### config.mk
export PLATFORM = sky130hd
export DESIGN_NAME = ntt_ctrl
export DESIGN_NICKNAME = d
export VERILOG_FILES = /design/src/rtl/core/ntt_pkg.sv /design/src/rtl/core/ntt_ctrl.sv
export SDC_FILE = /design/constraint.sdc
export NUM_CORES = 1
export LEC_CHECK = 0
export BUFFER_PORTS_ARGS = -buffer_cell sky130_fd_sc_hd__buf_2
export CAP_MARGIN = 20
export CORE_UTILIZATION = 30
export DETAILED_ROUTE_END_ITERATION = 7
export GPL_ROUTABILITY_DRIVEN = 0
export PLACE_DENSITY = 0.57
export SLEW_MARGIN = 15
export SYNTH_ARGS = -nofsm -noshare
export SYNTH_HDL_FRONTEND = slang
export SYNTH_SLANG_ARGS = --single-unit
export TNS_END_PERCENT = 10
### constraint.sdc
create_clock -name clk_i -period 2.2 [get_ports clk_i]
set_clock_uncertainty 0.2 [all_clocks]
set_input_delay 0.11 -clock clk_i [delete_from_list [all_inputs] [get_ports clk_i]]
set_output_delay 0.11 -clock clk_i [all_outputs]
set_load 0.03 [all_outputs]
### src/rtl/core/ntt_pkg.sv
// ----------------------------------------------------------------------------
// ntt_pkg
// shared types, constants and the octave root table of the note tuning table
// ----------------------------------------------------------------------------
package ntt_pkg;

  localparam int DefNumNotes = 128;

  localparam int NoteW  = 7;
  localparam int CentsW = 18;
  localparam int FreqW  = 32;
  localparam int AccW   = 32;
  localparam int ProdW  = 64;
  localparam int RemW   = 21;
  localparam int TW     = RemW + 1;
  localparam int FRemW  = 17;
  localparam int QW     = 5;
  localparam int StepW  = 5;
  localparam int MW     = 41;
  localparam int SW     = MW + 1;

  localparam int FracBits  = 24;
  localparam int QDivSteps = 5;

  localparam int Octave    = 120000;
  localparam int SemiCents = 10000;
  localparam int NoteStep  = 12;
  // biased octave index: -69 semitones plus 10 octaves
  localparam int TBias     = 510000;
  // right shift is 15 - q with q = biased q - 10
  localparam int KBase     = 25;
  localparam int MulRef    = 440;
  localparam int RndHalf   = 1 << 30;

  localparam logic ModeUpdate = 1'b0;
  localparam logic ModeQuery  = 1'b1;

  typedef logic [FracBits-1:0][AccW-1:0] root_tbl_t;

  typedef struct packed {
    logic             load;
    logic             rd;
    logic             wr;
    logic             tsum;
    logic             qdiv;
    logic             fmul;
    logic             facc;
    logic             scale;
    logic             clr;
    logic             out_load;
    logic [StepW-1:0] step;
  } cmd_t;

  typedef struct packed {
    logic is_update;
    logic note_ok;
    logic upd_last;
  } sts_t;

  function automatic logic [AccW-1:0] isqrt_u64(logic [ProdW-1:0] x);
    logic [ProdW-1:0] rem_v;
    logic [ProdW-1:0] res_v;
    logic [ProdW-1:0] bit_v;
    int i;
    rem_v = x;
    res_v = '0;
    bit_v = {2'b01, {(ProdW-2){1'b0}}};
    for (i = 0; i < ProdW / 2; i++) begin
      if (rem_v >= res_v + bit_v) begin
        rem_v = rem_v - (res_v + bit_v);
        res_v = (res_v >> 1) + bit_v;
      end else begin
        res_v = res_v >> 1;
      end
      bit_v = bit_v >> 2;
    end
    return res_v[AccW-1:0];
  endfunction

  // entry i holds 2^(1/2^(i+1)) in q1.31, each one the floor root of the last
  function automatic root_tbl_t calc_roots();
    root_tbl_t        tbl;
    logic [ProdW-1:0] r;
    int i;
    r = ProdW'(2) << 31;
    for (i = 0; i < FracBits; i++) begin
      r = {{(ProdW-AccW){1'b0}}, isqrt_u64(r << 31)};
      tbl[i] = r[AccW-1:0];
    end
    return tbl;
  endfunction

  localparam root_tbl_t Roots = calc_roots();

endpackage

### src/rtl/core/ntt_ctrl.sv
// ----------------------------------------------------------------------------
// ntt_ctrl
// sequencer for table updates and frequency queries, owns the output valid
// ----------------------------------------------------------------------------
module ntt_ctrl (
  input  logic          clk_i,
  input  logic          rst_ni,
  input  logic          in_valid_i,
  output logic          in_stall_o,
  output logic          out_valid_o,
  input  logic          out_stall_i,
  input  ntt_pkg::sts_t sts_i,
  output ntt_pkg::cmd_t cmd_o
);

  localparam logic [3:0] S_IDLE   = 4'd0;
  localparam logic [3:0] S_DECODE = 4'd1;
  localparam logic [3:0] S_UPD    = 4'd2;
  localparam logic [3:0] S_TSUM   = 4'd3;
  localparam logic [3:0] S_QDIV   = 4'd4;
  localparam logic [3:0] S_FMUL   = 4'd5;
  localparam logic [3:0] S_FACC   = 4'd6;
  localparam logic [3:0] S_SCALE  = 4'd7;
  localparam logic [3:0] S_OUT    = 4'd8;

  logic [3:0]                state_q, state_d;
  logic [ntt_pkg::StepW-1:0] step_q, step_d;
  logic                      out_valid_q, out_valid_d;
  logic                      in_accept;
  logic                      out_free;

  assign in_stall_o = (state_q != S_IDLE);
  assign in_accept  = in_valid_i && !in_stall_o;
  assign out_free   = !out_valid_q || !out_stall_i;

  always_comb begin
    state_d     = state_q;
    step_d      = step_q;
    cmd_o       = '0;
    cmd_o.step  = step_q;
    case (state_q)
      S_IDLE: begin
        if (in_accept) begin
          cmd_o.load = 1'b1;
          state_d    = S_DECODE;
        end
      end
      S_DECODE: begin
        if (sts_i.is_update) begin
          state_d = sts_i.note_ok ? S_UPD : S_IDLE;
        end else if (sts_i.note_ok) begin
          cmd_o.rd = 1'b1;
          state_d  = S_TSUM;
        end else begin
          cmd_o.clr = 1'b1;
          state_d   = S_OUT;
        end
      end
      S_UPD: begin
        cmd_o.wr = 1'b1;
        if (sts_i.upd_last) begin
          state_d = S_IDLE;
        end
      end
      S_TSUM: begin
        cmd_o.tsum = 1'b1;
        step_d     = '0;
        state_d    = S_QDIV;
      end
      S_QDIV: begin
        cmd_o.qdiv = 1'b1;
        if (step_q == ntt_pkg::StepW'(ntt_pkg::QDivSteps - 1)) begin
          step_d  = '0;
          state_d = S_FMUL;
        end else begin
          step_d = step_q + 1'b1;
        end
      end
      S_FMUL: begin
        cmd_o.fmul = 1'b1;
        state_d    = S_FACC;
      end
      S_FACC: begin
        cmd_o.facc = 1'b1;
        if (step_q == ntt_pkg::StepW'(ntt_pkg::FracBits - 1)) begin
          state_d = S_SCALE;
        end else begin
          step_d  = step_q + 1'b1;
          state_d = S_FMUL;
        end
      end
      S_SCALE: begin
        cmd_o.scale = 1'b1;
        state_d     = S_OUT;
      end
      S_OUT: begin
        if (out_free) begin
          cmd_o.out_load = 1'b1;
          state_d        = S_IDLE;
        end
      end
      default: begin
        state_d = S_IDLE;
      end
    endcase
  end

  always_comb begin
    out_valid_d = out_valid_q;
    if (cmd_o.out_load) begin
      out_valid_d = 1'b1;
    end else if (!out_stall_i) begin
      out_valid_d = 1'b0;
    end
  end

  always_ff @(posedge clk_i or negedge rst_ni) begin
    if (!rst_ni) begin
      state_q     <= S_IDLE;
      step_q      <= '0;
      out_valid_q <= 1'b0;
    end else begin
      state_q     <= state_d;
      step_q      <= step_d;
      out_valid_q <= out_valid_d;
    end
  end

  assign out_valid_o = out_valid_q;

  ap_accept_decode: assert property (@(posedge clk_i) disable iff (!rst_ni)
    in_accept |=> (state_q == S_DECODE))
    else $error("accepted transaction not decoded");

  ap_out_wait: assert property (@(posedge clk_i) disable iff (!rst_ni)
    (state_q == S_OUT && out_valid_q && out_stall_i) |=> (state_q == S_OUT))
    else $error("result dropped while output register busy");

  ap_qdiv_step: assert property (@(posedge clk_i) disable iff (!rst_ni)
    (state_q == S_QDIV) |-> (step_q < ntt_pkg::StepW'(ntt_pkg::QDivSteps)))
    else $error("octave division step out of range");

endmodule

# Yosys cells after proc, flatten, opt, wreduce, memory -nomap -nowiden
# Cells that the tools add are included.
[op_classes]
mux = 30
n_reduce_logical = 10
add_sub_neg = 1
eq_ne = 16
[ops]
columns = ["operator", "n"]
rows = [
  ["$pmux W4 S9", 1],
  ["$mux W4", 6],
  ["$mux W1", 18],
  ["$eq A4 B3 Y1 const B", 4],
  ["$pmux W5 S3", 1],
  ["$mux W5", 2],
  ["$ne A2 B2 Y1 const B", 5],
  ["$eq A4 B2 Y1 const B", 2],
  ["$add A5 B1 Y5 const B", 1],
  ["$eq A5 B3 Y1 const B", 1],
  ["$eq A5 B5 Y1 const B", 1],
  ["$eq A4 B1 Y1 const B", 1],
  ["$eq A4 B4 Y1 const B", 1],
  ["$logic_not A4 Y1", 1],
  ["$mux W2", 2],
  ["$reduce_and A4 Y1", 1],
  ["$reduce_bool A4 Y1", 1],
  ["$logic_not A1 Y1", 3],
  ["$reduce_bool A3 Y1", 1],
  ["$ne A2 B1 Y1 const B", 1],
  ["$reduce_and A2 Y1", 1],
  ["$logic_and A1 B1 Y1", 1],
  ["$logic_or A1 B1 Y1", 1],
]
[totals]
reg_bits = 10
output_inout_bits = 17
input_bits = 7
word_cells = 60

# Logic depth before layout (Yosys ltp)
[logic_depth]
ltp_word = 5
ltp_mapped = 6
depth_no_buf = 6

# Least setup slack after synthesis
# OpenSTA, ideal clock, no wires.
[synth_timing]
kind = "flip-flop to flip-flop"
start = "register step_q[1] in the netlist's numbering"
end = "register step_q[0] in the netlist's numbering"
arrival_time_ps = 1475
n_path_buf = 0
path_slack_ps = 401
setup_time_ps = 125
path_stages_with_launch = 6
synth_period_minus_slack_ps = 1799
required_ps = 1875
cell_sequence = "dfrtp_1 -> ha_1 -> nand4b_1 -> o22ai_4 -> nor2_1 -> mux2_2"
[synth_between]
elab_chain_cells = 3
elab_cells_between_ends = 6
classes_between = "eq/ne: 3; mux: 2; reduce/logical: 1"
[synth_rtl]
columns = ["element", "line_no", "text"]
rows = [
  ["start, declared", "ntt_ctrl.sv:27", "logic [ntt_pkg::StepW-1:0] step_q, step_d;"],
  ["start signal, assigned", "ntt_ctrl.sv:124", "step_q <= step_d;"],
  ["$eq A5 B3 Y1 / $eq A5 B5 Y1 (equally long branches)", "ntt_ctrl.sv:72, ntt_ctrl.sv:85", ""],
  ["$mux W5 / $ne A2 B2 Y1 (equally long branches)", "-", ""],
  ["$pmux W5 S3 / $reduce_and A2 Y1 (equally long branches)", "-", ""],
]
# Parallel ways exist; a longest one is shown, timed or not.
# A chain may end at the register's enable or synchronous reset.

# Worst setup path after layout
[layout_timing]
start = "register state_q[1]"
end = "register state_q[3]"
[layout_between]
elab_chain_cells = 5
elab_cells_between_ends = 18
classes_between = "eq/ne: 12; mux: 1; reduce/logical: 5"
[layout_rtl]
columns = ["element", "line_no", "text"]
rows = [
  ["start, declared", "ntt_ctrl.sv:26", "logic [3:0] state_q, state_d;"],
  ["start signal, assigned", "ntt_ctrl.sv:123", "state_q <= state_d;"],
  ["$reduce_bool A4 Y1", "ntt_ctrl.sv:32", "assign in_stall_o = (state_q != S_IDLE);"],
  ["$logic_not A1 Y1", "ntt_ctrl.sv:33", "assign in_accept = in_valid_i && !in_stall_o;"],
  ["$logic_and A1 B1 Y1", "ntt_ctrl.sv:33", ""],
  ["$ne A2 B2 Y1 (no source line)", "-", ""],
  ["$reduce_and A4 Y1 (no source line)", "-", ""],
]
# Parallel ways exist; a longest one is shown, timed or not.

==> qor.txt <==
Reg power frac -> 33.4%
max_cap viols -> 0
Critical R2R Capture -> state_q[3]$_DFFE_PN0P_
CP required -> 2.21 ns
Top FF cell, synth -> dfrtp_1
Non-Filler Instances -> 132
sequential share of the synthesized area -> 35.8%
worst endpoint data arrival time -> 1.93 ns
hold slack -> 0.0269 ns
clock buffer depth -> 2
DR vias -> 634
CTS Root Cell -> clkbuf_4
Highest Clock Rate -> 521 MHz
final setup TNS -> 0 ns
wire length per cell -> 11.9 µm
synth top area cells -> dfrtp_1 36%, nor2_1 6.5%, ha_1 3.6%
initial drt markers -> 6
area leader, netlist -> dfrtp_1
Relative slew margins -> 73.6%
Initial Util -> 31.6%
Detailed Routing Iterations Pass 1 -> 4
most frequent cells in the layout -> 23 x buf_2, 12 x nor2_1, 10 x dfrtp_1
DIE WIDTH -> 50.2 µm
Psw -> 529 µW
reg-to-reg critical path startpoint -> state_q[1]$_DFFE_PN0P_
Syn-to-layout area delta -> 28.1%
Post-synth EDFFs -> 0
Hold Vio Cnt, Final -> 0
Max Fanout on Critical Path -> 10
Leakage -> 0.444 nW
initial antenna violation count -> 0
Detailed Place HPWL -> 1.14 mm
H-tree levels -> 1
largest net degree at the start of global routing -> 14
most common cell after layout, fill and taps aside -> buf_2
worst slew pin tran -> 0.397 ns
die area -> 0.00252 mm²
CTS tree -> done
layout cells sized above 1 -> 30.8%
Yosys top cell area share -> 35.8%
syn avg cell area -> 9.07 µm²
IO Pins -> 24
post-layout util -> 40.4%
CTS Buf Count -> 3
CTS Sinks -> 10
clock share of power -> 11.9%
quantity of gates resized following cts -> 0
Setup CP Type -> flop to flop
input/output buffers -> 23
nets -> 115
post-layout minimum cycle time -> 1.92 ns
Final setup viols -> 0
global-route wire length before repair -> 2.79 mm
cells on worst reg2reg path -> 5
Logic pwr share -> 54.7%
vias per cell -> 4.80
Pwr Total -> 1.05 mW
Core Footprint -> 0.00221 mm²
height of the die -> 50.2 µm
total track usage -> 14.5%
Final ANT Viol Nets -> 0
Critical path origin -> state_q[1]$_DFFE_PN0P_
fin crit share -> 87.3%
Synth Warn # -> 0
post-synth design cell area -> 698 µm²
Post-Syn Instances -> 77
CP Launch Type -> flop
global route overflow -> 0
vias in the first global route -> 603
num rows -> 17
total wire length -> 1.57 mm
VDD IR max -> 0.513 mV
Cell variety after synth -> 35
Seq cells post-synth -> 10
ant diodes -> 0
RSZ-0062 raised after global routing -> false
CP endpoint kind -> flop
worst reg2reg setup slack -> 0.28 ns
drt drc -> 0
Net Count, Synth -> 86
Pint -> 522 µW
status -> completed
Worst-path clk slew -> 0.07 ns
Post-synth ARST share -> 100%
Clock Latency Late Sink -> 0.26 ns
switch share -> 50.3%
Critical Path End -> state_q[3]$_DFFE_PN0P_
pwr dens -> 1170 mW/mm²
Worst Hold Class -> input port to asynchronous set/reset pin
Placed Cells -> 123
max-slew violations -> 0
## routing by layer
layer  global-route usage [%]  share of wire, %  vias to the layer above
met5                        0                 0                        -
met4                     3.81                 0                        0
met3                     5.45               5.8                        0
met2                     21.8                45                       20
met1                     19.2                49                      286
li1                         -                 -                      328
## synth_stat cells (2+ instances only)
library cell / count
o21ai_0: 3
buf_2: 2
nor2_1: 12
buf_4: 2
or3_1: 2
ha_1: 2
inv_1: 5
nand2_1: 5
nand2b_1: 3
nor3_1: 2
a21oi_1: 4
and3_1: 2
xor2_1: 2
dfrtp_1: 10
## cell type report
class                           count  area, µm²
Sequential cell                    10        250
Fill cell                         239       1320
Tap cell                           28       35.0
Timing Repair Buffer               29        175
Clock buffer                        3       22.5
Inverter                            5       18.8
Multi-Input combinational cell     57        393
## metrics by stage
step	instance area [µm²]	setup slack [ns]
6_report	895	0.280
5_1_grt	895	0.0922
4_1_cts	895	0.271
3_5_place_dp	812	0.391
3_3_place_gp	812	0.437
2_1_floorplan	698	0.401
## registers in the layout (all words and copies together), names as in the netlist
name	cells
out_valid_o	1
state_q	4
step_q	5
## how the worst min path moves through the flow
| stage | startpoint | endpoint | slack [ns] | depth (start not counted) |
|---|---|---|---|---|
| after global placement | rst_ni | state_q[0]$_DFFE_PN0P_ | -0.21 | 1 |
| after CTS | rst_ni | state_q[0]$_DFFE_PN0P_ | 0.04 | 2 |
| final | rst_ni | state_q[0]$_DFFE_PN0P_ | 0.03 | 2 |
| after floorplan | rst_ni | out_valid_o$_DFFE_PN0P_ | -0.39 | 0 |
| after detailed placement | rst_ni | state_q[0]$_DFFE_PN0P_ | -0.21 | 1 |
| after global routing | rst_ni | step_q[3]$_DFFE_PN0P_ | 0.05 | 2 |
## cell families (layout without fill, tap and decap cells)
group	count (synthesis)	count (layout)	share of synthesized area, %
flops	10	10	35.8
fa+ha+maj	2	2	3.58
mux	1	1	1.61
xor+xnor	2	2	2.51
buf+inv	10	37	7.88
compound gates	16	16	16.7
simple gates	36	36	31.9
## power groups by stage
stage	Combinational [mW]	Sequential [mW]	Clock [mW]
floorplan	0.472	0.328	0
global placement	0.560	0.352	0
detailed placement	0.564	0.356	0
CTS	0.579	0.354	0.132
global route	0.631	0.368	0.143
finish	0.575	0.351	0.125
## worst max-delay path: stages (launching register included)
cell	delay (ns)
dfrtp_1	0.49
nand2b_1	0.24
nor2_1	0.15
nand2_1	0.09
o21ai_0	0.14
dlygate4sd3_1	0.55
## repair_timing
item	4_1_cts	5_1_grt
hold endpoints to repair	14	0
setup buffers	0	0
hold buffers	6	0
Note: power is estimated with default switching activity, not from simulation.
